File: src/design/slcp_pkg.sv
// ----------------------------------------------------------------------------
// slcp_pkg
// Types and constants shared by the sound log command parser modules.
// ----------------------------------------------------------------------------
`default_nettype none

package slcp_pkg;

    // Parser phase
    typedef enum logic [1:0] {
        PH_CMD    = 2'd0,
        PH_REG    = 2'd1,
        PH_VAL    = 2'd2,
        PH_VARINT = 2'd3
    } phase_t;

    // Controller states
    typedef enum logic [2:0] {
        ST_IDLE   = 3'd0,
        ST_EVAL   = 3'd1,
        ST_MUL    = 3'd2,
        ST_DIV    = 3'd3,
        ST_COMMIT = 3'd4
    } state_t;

    // Result kinds
    localparam logic [1:0] KIND_REG = 2'd0;
    localparam logic [1:0] KIND_KEY = 2'd1;
    localparam logic [1:0] KIND_END = 2'd2;
    localparam logic [1:0] KIND_ERR = 2'd3;

    // Error codes
    localparam logic [2:0] ERR_CMD01    = 3'd0;
    localparam logic [2:0] ERR_BAD_CMD  = 3'd1;
    localparam logic [2:0] ERR_VARINT   = 3'd2;
    localparam logic [2:0] ERR_BAD_REG  = 3'd3;
    localparam logic [2:0] ERR_BAD_KEY  = 3'd4;
    localparam logic [2:0] ERR_OVERFLOW = 3'd5;
    localparam logic [2:0] ERR_TRUNC    = 3'd6;

    // Command bytes
    localparam logic [7:0] CMD_WRITE = 8'h00;
    localparam logic [7:0] CMD_OPN   = 8'h01;
    localparam logic [7:0] CMD_SYNC  = 8'hff;
    localparam logic [7:0] CMD_WAIT  = 8'hfe;
    localparam logic [7:0] CMD_END   = 8'hfd;

    localparam logic [7:0]  KEY_REG      = 8'h28;
    localparam logic [15:0] FRAME_RATE   = 16'd48000;
    localparam logic [31:0] DEF_NUM      = 32'd10;
    localparam logic [31:0] DEF_DEN      = 32'd1000;
    localparam logic [6:0]  MUL_LAST     = 7'd63;
    localparam logic [6:0]  DIV_LAST     = 7'd111;

    // Register index on the configuration port
    localparam logic CFG_NUM = 1'b0;
    localparam logic CFG_DEN = 1'b1;

    // Controller to datapath commands
    typedef struct packed {
        logic load;
        logic start;
        logic mul_step;
        logic div_step;
        logic commit;
    } slcp_cmd_t;

    // Datapath to controller status
    typedef struct packed {
        logic need_frame;
        logic out_free;
    } slcp_stat_t;

    // Register whitelist for plain register writes
    function automatic logic reg_allowed(input logic [7:0] r);
        logic ok;
        ok = 1'b0;
        if (r >= 8'h30 && r <= 8'h9f) begin
            ok = (r[1:0] != 2'b11);
        end else begin
            ok = (r >= 8'ha0 && r <= 8'ha2) || (r >= 8'ha4 && r <= 8'ha6) ||
                 (r >= 8'hb0 && r <= 8'hb2);
        end
        return ok;
    endfunction

endpackage

`default_nettype wire

File: src/design/slcp_ctrl.sv
// ----------------------------------------------------------------------------
// slcp_ctrl
// Sequencer: accepts a byte, runs the timestamp multiply and divide when the
// byte needs a frame, then commits the parser update.
// ----------------------------------------------------------------------------
`default_nettype none

module slcp_ctrl
    import slcp_pkg::*;
(
    input  wire        aclk,
    input  wire        aresetn,
    input  wire        s_tvalid,
    output logic       s_tready,
    input  slcp_stat_t stat,
    output slcp_cmd_t  cmd
);

    state_t     state_reg, state_next;
    logic [6:0] cnt_reg, cnt_next;

    // State and step counter
    always_ff @(posedge aclk) begin
        if (!aresetn) begin
            state_reg <= ST_IDLE;
            cnt_reg   <= '0;
        end else begin
            state_reg <= state_next;
            cnt_reg   <= cnt_next;
        end
    end

    // Next state and commands
    always_comb begin
        state_next = state_reg;
        cnt_next   = cnt_reg;
        cmd        = '0;
        s_tready   = 1'b0;
        case (state_reg)
            ST_IDLE: begin
                s_tready = stat.out_free;
                if (s_tvalid && stat.out_free) begin
                    cmd.load   = 1'b1;
                    state_next = ST_EVAL;
                end
            end
            ST_EVAL: begin
                if (stat.need_frame) begin
                    cmd.start  = 1'b1;
                    cnt_next   = '0;
                    state_next = ST_MUL;
                end else begin
                    state_next = ST_COMMIT;
                end
            end
            ST_MUL: begin
                cmd.mul_step = 1'b1;
                if (cnt_reg == MUL_LAST) begin
                    cnt_next   = '0;
                    state_next = ST_DIV;
                end else begin
                    cnt_next = cnt_reg + 7'd1;
                end
            end
            ST_DIV: begin
                cmd.div_step = 1'b1;
                if (cnt_reg == DIV_LAST) begin
                    cnt_next   = '0;
                    state_next = ST_COMMIT;
                end else begin
                    cnt_next = cnt_reg + 7'd1;
                end
            end
            ST_COMMIT: begin
                cmd.commit = 1'b1;
                state_next = ST_IDLE;
            end
            default: begin
                state_next = ST_IDLE;
            end
        endcase
    end

endmodule

`default_nettype wire

File: src/design/slcp_dp.sv
// ----------------------------------------------------------------------------
// slcp_dp
// Datapath: parser state, timer registers, bit-serial multiply and restoring
// divide for the frame stamp, and the output item register.
// ----------------------------------------------------------------------------
`default_nettype none

module slcp_dp
    import slcp_pkg::*;
(
    input  wire          aclk,
    input  wire          aresetn,
    input  slcp_cmd_t    cmd,
    output slcp_stat_t   stat,
    input  wire  [7:0]   in_byte,
    input  wire          in_last,
    input  wire          cfg_we,
    input  wire          cfg_idx,
    input  wire  [31:0]  cfg_wdata,
    output logic [31:0]  cfg_rdata,
    output logic         m_tvalid,
    input  wire          m_tready,
    output logic [223:0] m_tdata,
    output logic [1:0]   m_tuser
);

    localparam logic [63:0] U64MAX = '1;

    // Timer registers
    logic [31:0] num_reg, den_reg;
    logic [31:0] num_eff, den_eff;

    // Parser state
    logic [7:0]  byte_reg;
    logic        last_reg;
    phase_t      phase_reg, phase_next;
    logic [7:0]  held_reg, held_next;
    logic [63:0] sync_reg, sync_next;
    logic [63:0] vacc_reg, vacc_next;
    logic [6:0]  vshift_reg, vshift_next;
    logic [63:0] seq_reg, seq_next;
    logic [63:0] lastf_reg, lastf_next;
    logic        seen_reg, seen_next;
    logic        halted_reg, halted_next;

    // Multiply and divide
    logic [47:0]  b_reg;
    logic [63:0]  a_reg;
    logic [111:0] acc_reg;
    logic [31:0]  rem_reg;
    logic [63:0]  q_reg;
    logic         ovf_reg;
    logic [32:0]  rem_sh;
    logic [32:0]  rem_sub;
    logic         div_ge;

    // Output item
    logic         out_valid_reg;
    logic [1:0]   kind_reg;
    logic [220:0] pay_reg;

    // Commit results
    logic         o_valid;
    logic [1:0]   o_kind;
    logic [7:0]   o_addr, o_value, o_slots;
    logic [1:0]   o_chan;
    logic [63:0]  o_frame, o_index;
    logic [2:0]   o_err;
    logic         fail, trunc_ok;
    logic [2:0]   fail_code;
    logic [63:0]  vnew;
    logic [64:0]  vsum;

    assign num_eff = (num_reg == '0) ? DEF_NUM : num_reg;
    assign den_eff = (den_reg == '0) ? DEF_DEN : den_reg;

    assign cfg_rdata = (cfg_idx == CFG_DEN) ? den_reg : num_reg;

    assign stat.need_frame = !halted_reg &&
        (phase_reg == PH_VAL || (phase_reg == PH_CMD && byte_reg == CMD_END));
    assign stat.out_free = !out_valid_reg || m_tready;

    // Restoring divide step
    assign rem_sh  = {rem_reg, acc_reg[111]};
    assign div_ge  = rem_sh >= {1'b0, den_eff};
    assign rem_sub = rem_sh - {1'b0, den_eff};

    // Parser update for the held byte
    always_comb begin
        phase_next  = phase_reg;
        held_next   = held_reg;
        sync_next   = sync_reg;
        vacc_next   = vacc_reg;
        vshift_next = vshift_reg;
        seq_next    = seq_reg;
        lastf_next  = lastf_reg;
        seen_next   = seen_reg;
        halted_next = halted_reg;
        o_valid     = 1'b0;
        o_kind      = KIND_REG;
        o_addr      = '0;
        o_value     = '0;
        o_chan      = '0;
        o_slots     = '0;
        o_frame     = '0;
        o_index     = '0;
        o_err       = '0;
        fail        = 1'b0;
        fail_code   = ERR_CMD01;
        trunc_ok    = 1'b1;
        vnew        = vacc_reg | (64'(byte_reg[6:0]) << vshift_reg[5:0]);
        vsum        = {1'b0, sync_reg} + {1'b0, vnew} + 65'd2;
        if (!halted_reg) begin
            case (phase_reg)
                PH_REG: begin
                    held_next  = byte_reg;
                    phase_next = PH_VAL;
                end
                PH_VAL: begin
                    phase_next = PH_CMD;
                    if (seq_reg == U64MAX || ovf_reg) begin
                        fail = 1'b1; fail_code = ERR_OVERFLOW;
                    end else if (held_reg == KEY_REG) begin
                        if (byte_reg[2] || byte_reg[1:0] == 2'b11) begin
                            fail = 1'b1; fail_code = ERR_BAD_KEY;
                        end else begin
                            o_valid = 1'b1;
                            o_kind  = KIND_KEY;
                            o_chan  = byte_reg[1:0];
                            o_slots = {byte_reg[7:4], 4'b0};
                        end
                    end else if (!reg_allowed(held_reg)) begin
                        fail = 1'b1; fail_code = ERR_BAD_REG;
                    end else begin
                        o_valid = 1'b1;
                        o_kind  = KIND_REG;
                        o_addr  = held_reg;
                        o_value = byte_reg;
                    end
                    if (o_valid) begin
                        o_frame    = q_reg;
                        o_index    = seq_reg;
                        seq_next   = seq_reg + 64'd1;
                        lastf_next = q_reg;
                        seen_next  = 1'b1;
                    end
                end
                PH_VARINT: begin
                    if (vshift_reg > 7'd63 ||
                        (vshift_reg == 7'd63 && byte_reg[6:0] > 7'd1)) begin
                        fail = 1'b1; fail_code = ERR_VARINT;
                    end else begin
                        vacc_next = vnew;
                        if (!byte_reg[7]) begin
                            phase_next = PH_CMD;
                            if (vnew > U64MAX - 64'd2) begin
                                fail = 1'b1; fail_code = ERR_VARINT;
                            end else if (vsum[64]) begin
                                fail = 1'b1; fail_code = ERR_OVERFLOW;
                            end else begin
                                sync_next = vsum[63:0];
                            end
                        end else begin
                            vshift_next = vshift_reg + 7'd7;
                        end
                    end
                end
                default: begin
                    case (byte_reg)
                        CMD_WRITE: phase_next = PH_REG;
                        CMD_OPN: begin
                            fail = 1'b1; fail_code = ERR_CMD01;
                        end
                        CMD_SYNC: begin
                            if (sync_reg == U64MAX) begin
                                fail = 1'b1; fail_code = ERR_OVERFLOW;
                            end else begin
                                sync_next = sync_reg + 64'd1;
                            end
                        end
                        CMD_WAIT: begin
                            vacc_next   = '0;
                            vshift_next = '0;
                            phase_next  = PH_VARINT;
                        end
                        CMD_END: begin
                            trunc_ok = 1'b0;
                            if (ovf_reg || (seen_reg && q_reg < lastf_reg)) begin
                                fail = 1'b1; fail_code = ERR_OVERFLOW;
                            end else begin
                                o_valid     = 1'b1;
                                o_kind      = KIND_END;
                                o_frame     = q_reg;
                                o_index     = seq_reg;
                                halted_next = 1'b1;
                            end
                        end
                        default: begin
                            fail = 1'b1; fail_code = ERR_BAD_CMD;
                        end
                    endcase
                end
            endcase
            // Replace any event other than an end by a truncation error on the last byte
            if (!fail && trunc_ok && last_reg) begin
                fail = 1'b1; fail_code = ERR_TRUNC;
            end
            if (fail) begin
                o_valid     = 1'b1;
                o_kind      = KIND_ERR;
                o_addr      = '0;
                o_value     = '0;
                o_chan      = '0;
                o_slots     = '0;
                o_frame     = '0;
                o_index     = seq_next;
                o_err       = fail_code;
                halted_next = 1'b1;
            end
        end
    end

    // Control state: timers, parser, output valid
    always_ff @(posedge aclk) begin
        if (!aresetn) begin
            num_reg       <= DEF_NUM;
            den_reg       <= DEF_DEN;
            phase_reg     <= PH_CMD;
            held_reg      <= '0;
            sync_reg      <= '0;
            vacc_reg      <= '0;
            vshift_reg    <= '0;
            seq_reg       <= '0;
            lastf_reg     <= '0;
            seen_reg      <= 1'b0;
            halted_reg    <= 1'b0;
            out_valid_reg <= 1'b0;
        end else begin
            if (out_valid_reg && m_tready) begin
                out_valid_reg <= 1'b0;
            end
            if (cfg_we) begin
                // Restart the stream on any register write
                if (cfg_idx == CFG_NUM) begin
                    num_reg <= cfg_wdata;
                end else begin
                    den_reg <= cfg_wdata;
                end
                phase_reg  <= PH_CMD;
                held_reg   <= '0;
                sync_reg   <= '0;
                vacc_reg   <= '0;
                vshift_reg <= '0;
                seq_reg    <= '0;
                lastf_reg  <= '0;
                seen_reg   <= 1'b0;
                halted_reg <= 1'b0;
            end else if (cmd.commit) begin
                phase_reg  <= phase_next;
                held_reg   <= held_next;
                sync_reg   <= sync_next;
                vacc_reg   <= vacc_next;
                vshift_reg <= vshift_next;
                seq_reg    <= seq_next;
                lastf_reg  <= lastf_next;
                seen_reg   <= seen_next;
                halted_reg <= halted_next;
                if (o_valid) begin
                    out_valid_reg <= 1'b1;
                end
            end
        end
    end

    // Payload: input byte, arithmetic, output item
    always_ff @(posedge aclk) begin
        if (cmd.load) begin
            byte_reg <= in_byte;
            last_reg <= in_last;
        end
        if (cmd.start) begin
            b_reg   <= 48'(num_eff) * 48'(FRAME_RATE);
            a_reg   <= sync_reg;
            acc_reg <= '0;
            rem_reg <= '0;
            q_reg   <= '0;
            ovf_reg <= 1'b0;
        end else if (cmd.mul_step) begin
            acc_reg <= {acc_reg[110:0], 1'b0} + (a_reg[63] ? {64'b0, b_reg} : 112'b0);
            a_reg   <= {a_reg[62:0], 1'b0};
        end else if (cmd.div_step) begin
            acc_reg <= {acc_reg[110:0], 1'b0};
            rem_reg <= div_ge ? rem_sub[31:0] : rem_sh[31:0];
            q_reg   <= {q_reg[62:0], div_ge};
            ovf_reg <= ovf_reg | q_reg[63];
        end
        if (cmd.commit && o_valid) begin
            kind_reg <= o_kind;
            pay_reg  <= {o_err, sync_next, o_index, o_frame, o_slots, o_chan,
                         o_value, o_addr};
        end
    end

    assign m_tvalid = out_valid_reg;
    assign m_tuser  = kind_reg;
    assign m_tdata  = {3'b0, pay_reg};

endmodule

`default_nettype wire

File: src/design/sound_log_command_parser.sv
// Timing: a byte that needs no frame stamp passes from acceptance through the
//   evaluate and commit states; the value byte of a register or key write and
//   FD first run a 64-step bit-serial multiply and a 112-step restoring divide.
// Throughput: one byte at a time; the next byte is taken once the current
//   one has committed and the output register is free.
// Reset: synchronous, active low; timers return to 10/1000, stream restarts.
// ----------------------------------------------------------------------------
// sound_log_command_parser
// Parses an FM sound log command stream into register, key, end and error
// items; register, key and end items are stamped with a 48 kHz frame.
// ----------------------------------------------------------------------------
`default_nettype none

module sound_log_command_parser
    import slcp_pkg::*;
(
    input  wire          aclk,
    input  wire          aresetn,
    // Command byte input
    input  wire          s_tvalid,
    output logic         s_tready,
    input  wire  [7:0]   s_tdata,   // [7:0] data_byte
    input  wire          s_tlast,   // data_end
    // Result output
    output logic         m_tvalid,
    input  wire          m_tready,
    // [7:0] register_addr, [15:8] register_value, [17:16] key_channel,
    // [25:18] key_slots, [89:26] frame_time, [153:90] event_index,
    // [217:154] total_syncs, [220:218] error_code
    output logic [223:0] m_tdata,
    output logic [1:0]   m_tuser,   // [1:0] result_kind
    // Configuration
    input  wire          psel,
    input  wire          penable,
    input  wire          pwrite,
    input  wire  [2:0]   paddr,
    input  wire  [31:0]  pwdata,
    output logic [31:0]  prdata,
    output logic         pready
);

    slcp_cmd_t  cmd;
    slcp_stat_t stat;
    logic       cfg_we;

    assign pready = 1'b1;
    assign cfg_we = psel && penable && pwrite;

    slcp_ctrl u_ctrl (
        .aclk     (aclk),
        .aresetn  (aresetn),
        .s_tvalid (s_tvalid),
        .s_tready (s_tready),
        .stat     (stat),
        .cmd      (cmd)
    );

    slcp_dp u_dp (
        .aclk      (aclk),
        .aresetn   (aresetn),
        .cmd       (cmd),
        .stat      (stat),
        .in_byte   (s_tdata),
        .in_last   (s_tlast),
        .cfg_we    (cfg_we),
        .cfg_idx   (paddr[2]),
        .cfg_wdata (pwdata),
        .cfg_rdata (prdata),
        .m_tvalid  (m_tvalid),
        .m_tready  (m_tready),
        .m_tdata   (m_tdata),
        .m_tuser   (m_tuser)
    );

endmodule

`default_nettype wire

File: config.mk
export PLATFORM = sky130hd
export DESIGN_NAME = sound_log_command_parser
export DESIGN_NICKNAME = d
export VERILOG_FILES = /design/src/design/slcp_pkg.sv /design/src/design/slcp_ctrl.sv /design/src/design/slcp_dp.sv /design/src/design/sound_log_command_parser.sv
export SDC_FILE = /design/constraint.sdc
export NUM_CORES = 2
export LEC_CHECK = 0
export ABC_AREA = 1
export BUFFER_PORTS_ARGS = -buffer_cell sky130_fd_sc_hd__buf_2
export CORE_ASPECT_RATIO = 1.2
export CORE_MARGIN = 2
export CORE_UTILIZATION = 40
export CTS_CLUSTER_DIAMETER = 150
export DETAILED_ROUTE_END_ITERATION = 8
export PLACE_DENSITY = 0.55
export REMOVE_ABC_BUFFERS = 1
export SKIP_CTS_REPAIR_TIMING = 1
export SLEW_MARGIN = 0
export SYNTH_ARGS = -nofsm -noshare
export SYNTH_HDL_FRONTEND = slang
export SYNTH_SLANG_ARGS = --single-unit
File: constraint.sdc
create_clock -name aclk -period 22.5 [get_ports aclk]
set_input_delay 3.375 -clock aclk [delete_from_list [all_inputs] [get_ports aclk]]
set_output_delay 3.375 -clock aclk [all_outputs]
set_load 0.02 [all_outputs]
### After elaboration in Yosys (flattened, before gate mapping)

Index checks and enable logic that the tools add are counted.

| cells by class | value |
|---|---|
| add/sub/neg operators | 8 |
| multipliers | 1 |
| $lt $le $gt $ge | 13 |
| equality and inequality tests | 26 |
| shifts and indexed selects | 1 |
| multiplexer cells | 117 |
| bitwise operators | 11 |
| reductions and logical operators | 59 |

Operators by type and width:

| kind | number |
|---|---|
| 64-bit two-way mux | 20 |
| 64-bit case mux with 2 select lines | 4 |
| 112-bit two-way mux | 2 |
| 64-bit by 1-bit adder with 64-bit output (second input constant) | 2 |
| 64-bit equality test (second input constant) | 2 |
| 32-bit two-way mux | 4 |
| 112-bit adder | 1 |
| 64-bit by 64-bit adder with 65-bit output | 1 |
| 65-bit by 2-bit adder with 65-bit output (second input constant) | 1 |
| 64-bit > comparator (second input constant) | 1 |
| 32-bit logical NOT | 2 |
| 64-bit < comparator | 1 |
| 64-bit OR | 1 |
| 7-bit by 6-bit left shift with 64-bit output | 1 |
| 1-bit two-way mux | 48 |
| 48-bit two-way mux | 1 |
| 3-bit two-way mux | 14 |
| 7-bit two-way mux | 6 |
| 32-bit by 9-bit multiplier with 41-bit output (second input constant) | 1 |
| 33-bit by 32-bit greater-or-equal comparator with 1-bit output | 1 |
| 8-bit less-or-equal comparator (second input constant) | 4 |
| 32-bit subtractor | 1 |
| 8-bit equality test (second input constant) | 3 |
| 8-bit greater-or-equal comparator (second input constant) | 3 |
| 45 further kinds | 111 |

| word-level totals | value |
|---|---|
| bits in registers | 896 |
| input port bits | 51 |
| output and inout port bits | 261 |
| logic and storage cells | 267 |

### Depth between registers and ports, before layout

| logic depth | value |
|---|---|
| word-level depth | 24 |
| gate-level depth with buffers | 35 |
| gate-level depth less buffers | 31 |

### Modules after synthesis

Synthesis repeated with hierarchy kept, for this count alone.

| second synthesis, totals | value |
|---|---|
| cell total of the unflattened synthesis | 8,380 |
| area total of the unflattened synthesis | 61,109.9 µm² |

By module, submodules not included:

| module | instances | cells an instance | area each (µm²) | seq. area each (µm²) |
|---|---|---|---|---|
| slcp_dp | 1 | 8,277 | 60,435.5 | 20,850.0 |
| slcp_ctrl | 1 | 98 | 649.4 | 200.2 |
| sound_log_command_parser | 1 | 5 | 25.0 | 0.0 |

### Worst setup path after synthesis

Ideal clock, no wire load.

| timing path | value |
|---|---|
| path kind | flip-flop to flip-flop |
| from | register u_dp.vshift_reg[0] |
| to | register u_dp.kind_reg[0], in the netlist u_dp.m_tuser[0] (enable) |
| arrival | 7.577 ns |
| slack | 14.352 ns |
| cell stages (with the launch flop) | 30 |
| period minus slack after synthesis | 8.148 ns |
| path through | dfxtp_1 > buf_6 > clkinv_2 > buf_6 > nand2_1 > nand3_1 > nand3_1 > nand2_1 > nand3_1 > o21ai_1 > ha_1 > ha_1 > a21o_1 > a21oi_1 > o21ai_2 > nand3_1 > nand2_1 > nand2_1 > nand2_1 > nand2_1 > nand2_1 > nand2_1 > nand2_1 > nand2_1 > nand2_1 > nand2_2 > nand2_4 > nand3b_1 > nand2_1 > inv_1 |

| on the way | value |
|---|---|
| word-level cells in the longest chain between the ends | 18 |
| elaborated cells on any way between the ends | 23 |

Ends and longest elaborated chain:

| item | line | source |
|---|---|---|
| start, declared | slcp_dp.sv:40 | `logic [6:0] vshift_reg, vshift_next;` |
| start signal, assigned | slcp_dp.sv:263 | `vshift_reg <= vshift_next;` |
| 7-bit by 6-bit left shift with 64-bit output | slcp_dp.sv:111 | `vnew = vacc_reg \| (64'(byte_reg[6:0]) << vshift_reg[5:0]);` |
| 64-bit OR | slcp_dp.sv:111 |  |
| 64-bit by 64-bit adder with 65-bit output | slcp_dp.sv:112 | `vsum = {1'b0, sync_reg} + {1'b0, vnew} + 65'd2;` |
| 65-bit by 2-bit adder with 65-bit output | slcp_dp.sv:112 |  |
| 1-bit two-way mux | slcp_dp.sv:158 | `end else if (vsum[64]) begin` |
| 1-bit two-way mux | slcp_dp.sv:156 | `if (vnew > U64MAX - 64'd2) begin` |
| 1-bit two-way mux | slcp_dp.sv:154 | `if (!byte_reg[7]) begin` |
| 1-bit two-way mux * | slcp_dp.sv:149 | `if (vshift_reg > 7'd63 \|\|` |
| 1-bit case mux with 3 select lines * | slcp_dp.sv:114 | `case (phase_reg)` |
| 1-bit two-way mux * | slcp_dp.sv:113 | `if (!halted_reg) begin` |
| 1-bit logical NOT | slcp_dp.sv:205 | `if (!fail && trunc_ok && last_reg) begin` |
| 1-bit logical AND (2 in series) | slcp_dp.sv:205 |  |
| 1-bit two-way mux * | slcp_dp.sv:205 |  |
| 1-bit two-way mux * | slcp_dp.sv:113 |  |
| 1-bit two-way mux * | slcp_dp.sv:208 | `if (fail) begin` |
| 1-bit two-way mux * | slcp_dp.sv:113 |  |
| 1-bit logical AND * | slcp_dp.sv:297 | `if (cmd.commit && o_valid) begin` |
| end signal, assigned | slcp_dp.sv:298 | `kind_reg <= o_kind;` |
| end, declared | slcp_dp.sv:59 | `logic [1:0] kind_reg;` |

Every way passes the cells marked *; elsewhere a longest branch is shown, timed or not. The select of a mux whose other input is x is not followed.
A chain may end at the register's enable or synchronous reset.

### Final worst setup path

| timing path | value |
|---|---|
| from | input paddr[2] |
| to | output prdata[11] |

| on the way | value |
|---|---|
| word-level cells in the longest chain between the ends | 1 |

Ends and longest elaborated chain:

| item | line | source |
|---|---|---|
| start, declared | sound_log_command_parser.sv:36 | `input wire [2:0] paddr,` |
| 32-bit two-way mux | slcp_dp.sv:77 | `assign cfg_rdata = (cfg_idx == CFG_DEN) ? den_reg : num_reg;` |
| end, declared | sound_log_command_parser.sv:38 | `output logic [31:0] prdata,` |

Every way passes these cells.

==> results.cfg <==
[outcome]
status = complete, no violations

[timing]
fin_tns_setup_ps = 0
timing.final.ws_setup_ps = 14510
finalSetupViolations = 0
period_share = 0.355
period_minus_slack_ps = 7990
worstMarginPinSlew_ps = 1420
finalMaxSlewViolations = 0
fmax_mhz = 125
fin_skew_ps = 37.0
rsz0062_at_grt = no
maxSlewHeadroom = 0.0424
hold_viol = 0

[drt]
vias_per_cell = 5.41
wl_met2_um = 96400
wl_met3_um = 12400
drt_iter0_drc = 4880
num_vias = 58140
topRoutingLayerUsed = met5
drc_errors = 0
wl_um = 214000
drt-met1-wl_um = 95900
ant_nets = 0
avgRoutedWirePerCell_um = 19.9
first_pass_iters = 6

[job]
maxCapViolations = 0

[place]
place_inst = 10557
port-buffer-count = 301
placed_cell_area_um2 = 65000
dp_hpwl_um = 162000
dp_slack_ps = 14460
finalWeightedCongestion = 0.995

[synth]
synth_enable_flop_cells = 333
ys_top_cells_by_area = dfxtp_1 18%, edfxtp_1 16%, nand2_1 10%
avgSynthCellArea_um2 = 7.23
syn_area_um2 = 62000
synthTopCellsByCount = 1703 x nand2_1, 1231 x inv_1, 779 x o21ai_0
synth-seq-area-share = 0.340
synthMostInstantiatedCell = nand2_1
ys_async_sr_fraction = 0
ys.flop_type = dfxtp_1
synth_seq_cells = 885
ys_warn_count = 0
ys_types = 59
yosysTopAreaCell = dfxtp_1
netlist_instances = 8575
yosysTopAreaCellShare = 0.178

[power_and_ir_drop]
leakagePower_nw = 30.0
switchingPower_mw = 1.32
p_comb_frac = 0.176
p_int_mw = 3.06
p_seq_frac = 0.433
power_density_nw_per_um2 = 64.0
clockPowerShare = 0.391
peakVddDrop_uv = 62.2
switching_share = 0.302

[layout]
num-nets-final = 9249
area_growth_pct = 10.4
largest_reg_flops = 217
layoutNonFillerInstCount = 10747
nFillCells = 15953
drive_gt1_frac = 0.0699
final_core_util = 0.444
final_area_um2 = 68400

[worst_setup_path]
crit_path_max_incr_delay_ps = 400
worstPathMaxFanout = 55
crit_family = buffers and inverters
critPathBufInv = 4
cpMostUsedCell = buf_2
critPathSlowestCell = o21ai_0
end_kind = output port
worstSetupStartpointType = input pin
worstPathRequired_ps = 19120
worstSetupPathType = input pin to output port
arrival_ps = 4610
path_cells = buf_2 > clkinv_1 > buf_4 > o21ai_0 > buf_2

[grt]
antenna_found_initial = 7
overflow = 0
grt.total_usage = 0.265
grt_pass1_wl_um = 328000
grt_max_degree = 152
grt_pass1_vias = 54936

[hold_path]
min_path_type = register to register

[die]
dieWidth_um = 363
rows = 158
ios = 312
die_h_um = 435
design.die.area_um2 = 158000
core_area_um2 = 154000
initial_core_util = 0.402

[clocking]
clkSlewWorstSetupHoldPaths_ps = 60
cts_buffers = 99
cts_buffer_depth = 3
h-tree-depth = 3
cts.sinks = 885
insertion_delay_ps = 730
cts_tree = built
ctsRootBufferMaster = clkbuf_16
==> placed cells by master (no fill, tap or decap), types with 188 or more instances in the layout <==
master and count:
edfxtp_1 333, o21ai_0 778, xor2_1 188, nand2_1 1699
nand4_1 195, nor2_1 773, a21oi_1 626, ha_1 386
nand3_1 467, inv_1 1228, dfxtp_1 551, buf_2 301
==> area by class of cell <==
type / instances / area (um^2) / share of cell area
clock buffer: 131 / 2750 / 0.0402
antenna: 3 / 7.51 / 0.000110
clock inverter: 56 / 656 / 0.00958
timing repair buffer: 362 / 1980 / 0.0289
multi-input combinational: 6066 / 34800 / 0.508
inverter: 1244 / 4690 / 0.0685
tap: 2000 / 2500 / 0.0366
sequential: 885 / 21100 / 0.308
==> power by group through the flow <==
stage	Clock (mW)	Combinational, mW	Sequential, mW
6_report	1.71	0.770	1.90
5_1_grt	1.82	0.881	1.91
4_1_cts	1.76	0.771	1.89
3_5_place_dp	0	0.764	1.93
3_3_place_gp	0	0.753	1.93
2_1_floorplan	0	0.546	1.91
==> per-stage QoR <==
stage / power, mW / hold slack, ps
after global routing: 4.61 / 470
after detailed placement: 2.69 / 441
after CTS: 4.43 / 450
final: 4.38 / 454
after global placement: 2.68 / 435
after floorplan: 2.46 / 426
==> layer usage <==
metal,track usage,vias to the layer above
met5,0,-
met4,0.107,6
met3,0.0347,374
met2,0.423,1751
met1,0.359,27477
li1,-,28532
==> cell families (layout without fill, tap and decap cells) <==
family	Yosys count	after routing	share of synthesized area
XOR/XNOR	251	251	0.0355
AO/OA/AOI/OAI	1742	1742	0.152
AND/OR/NAND/NOR	3525	3525	0.244
flip-flops	885	885	0.340
adder cells (fa/ha/maj)	540	540	0.127
buffers and inverters	1630	1793	0.101
other	2	11	0.000121
==> worst reg2reg max path: stages (launching register included) <==
cell and delay, ps:
dfxtp_1 840, inv_1 570, o21ai_0 370, nand3_1 200, o21bai_2 310, ha_1 300
ha_1 380, nand2_1 120, nor2_1 230, inv_1 130, nor2_1 110, inv_1 50
nor4_1 350, nand2_1 100, nand2_1 270, nand2_1 160, nand3b_1 210, nand2_2 80
nand2_1 60, nand2_1 60, nand2_2 90, nand2_4 80, nand3b_1 90, nand2_1 190
inv_8 520, buf_4 780, buf_4 860
==> path summary, 6_finish.rpt <==
kind	from	to	slack [ps]	depth (start not counted)
max	paddr[2]	prdata[11]	14510	5
min	u_dp.lastf_reg[0]	u_dp.lastf_reg[0]	450	2
max reg2reg	u_dp.vshift_reg[3]	u_dp.pay_reg[192]	14540	26
min reg2reg	u_dp.lastf_reg[0]	u_dp.lastf_reg[0]	450	2
(Power assumes the default switching activity.)
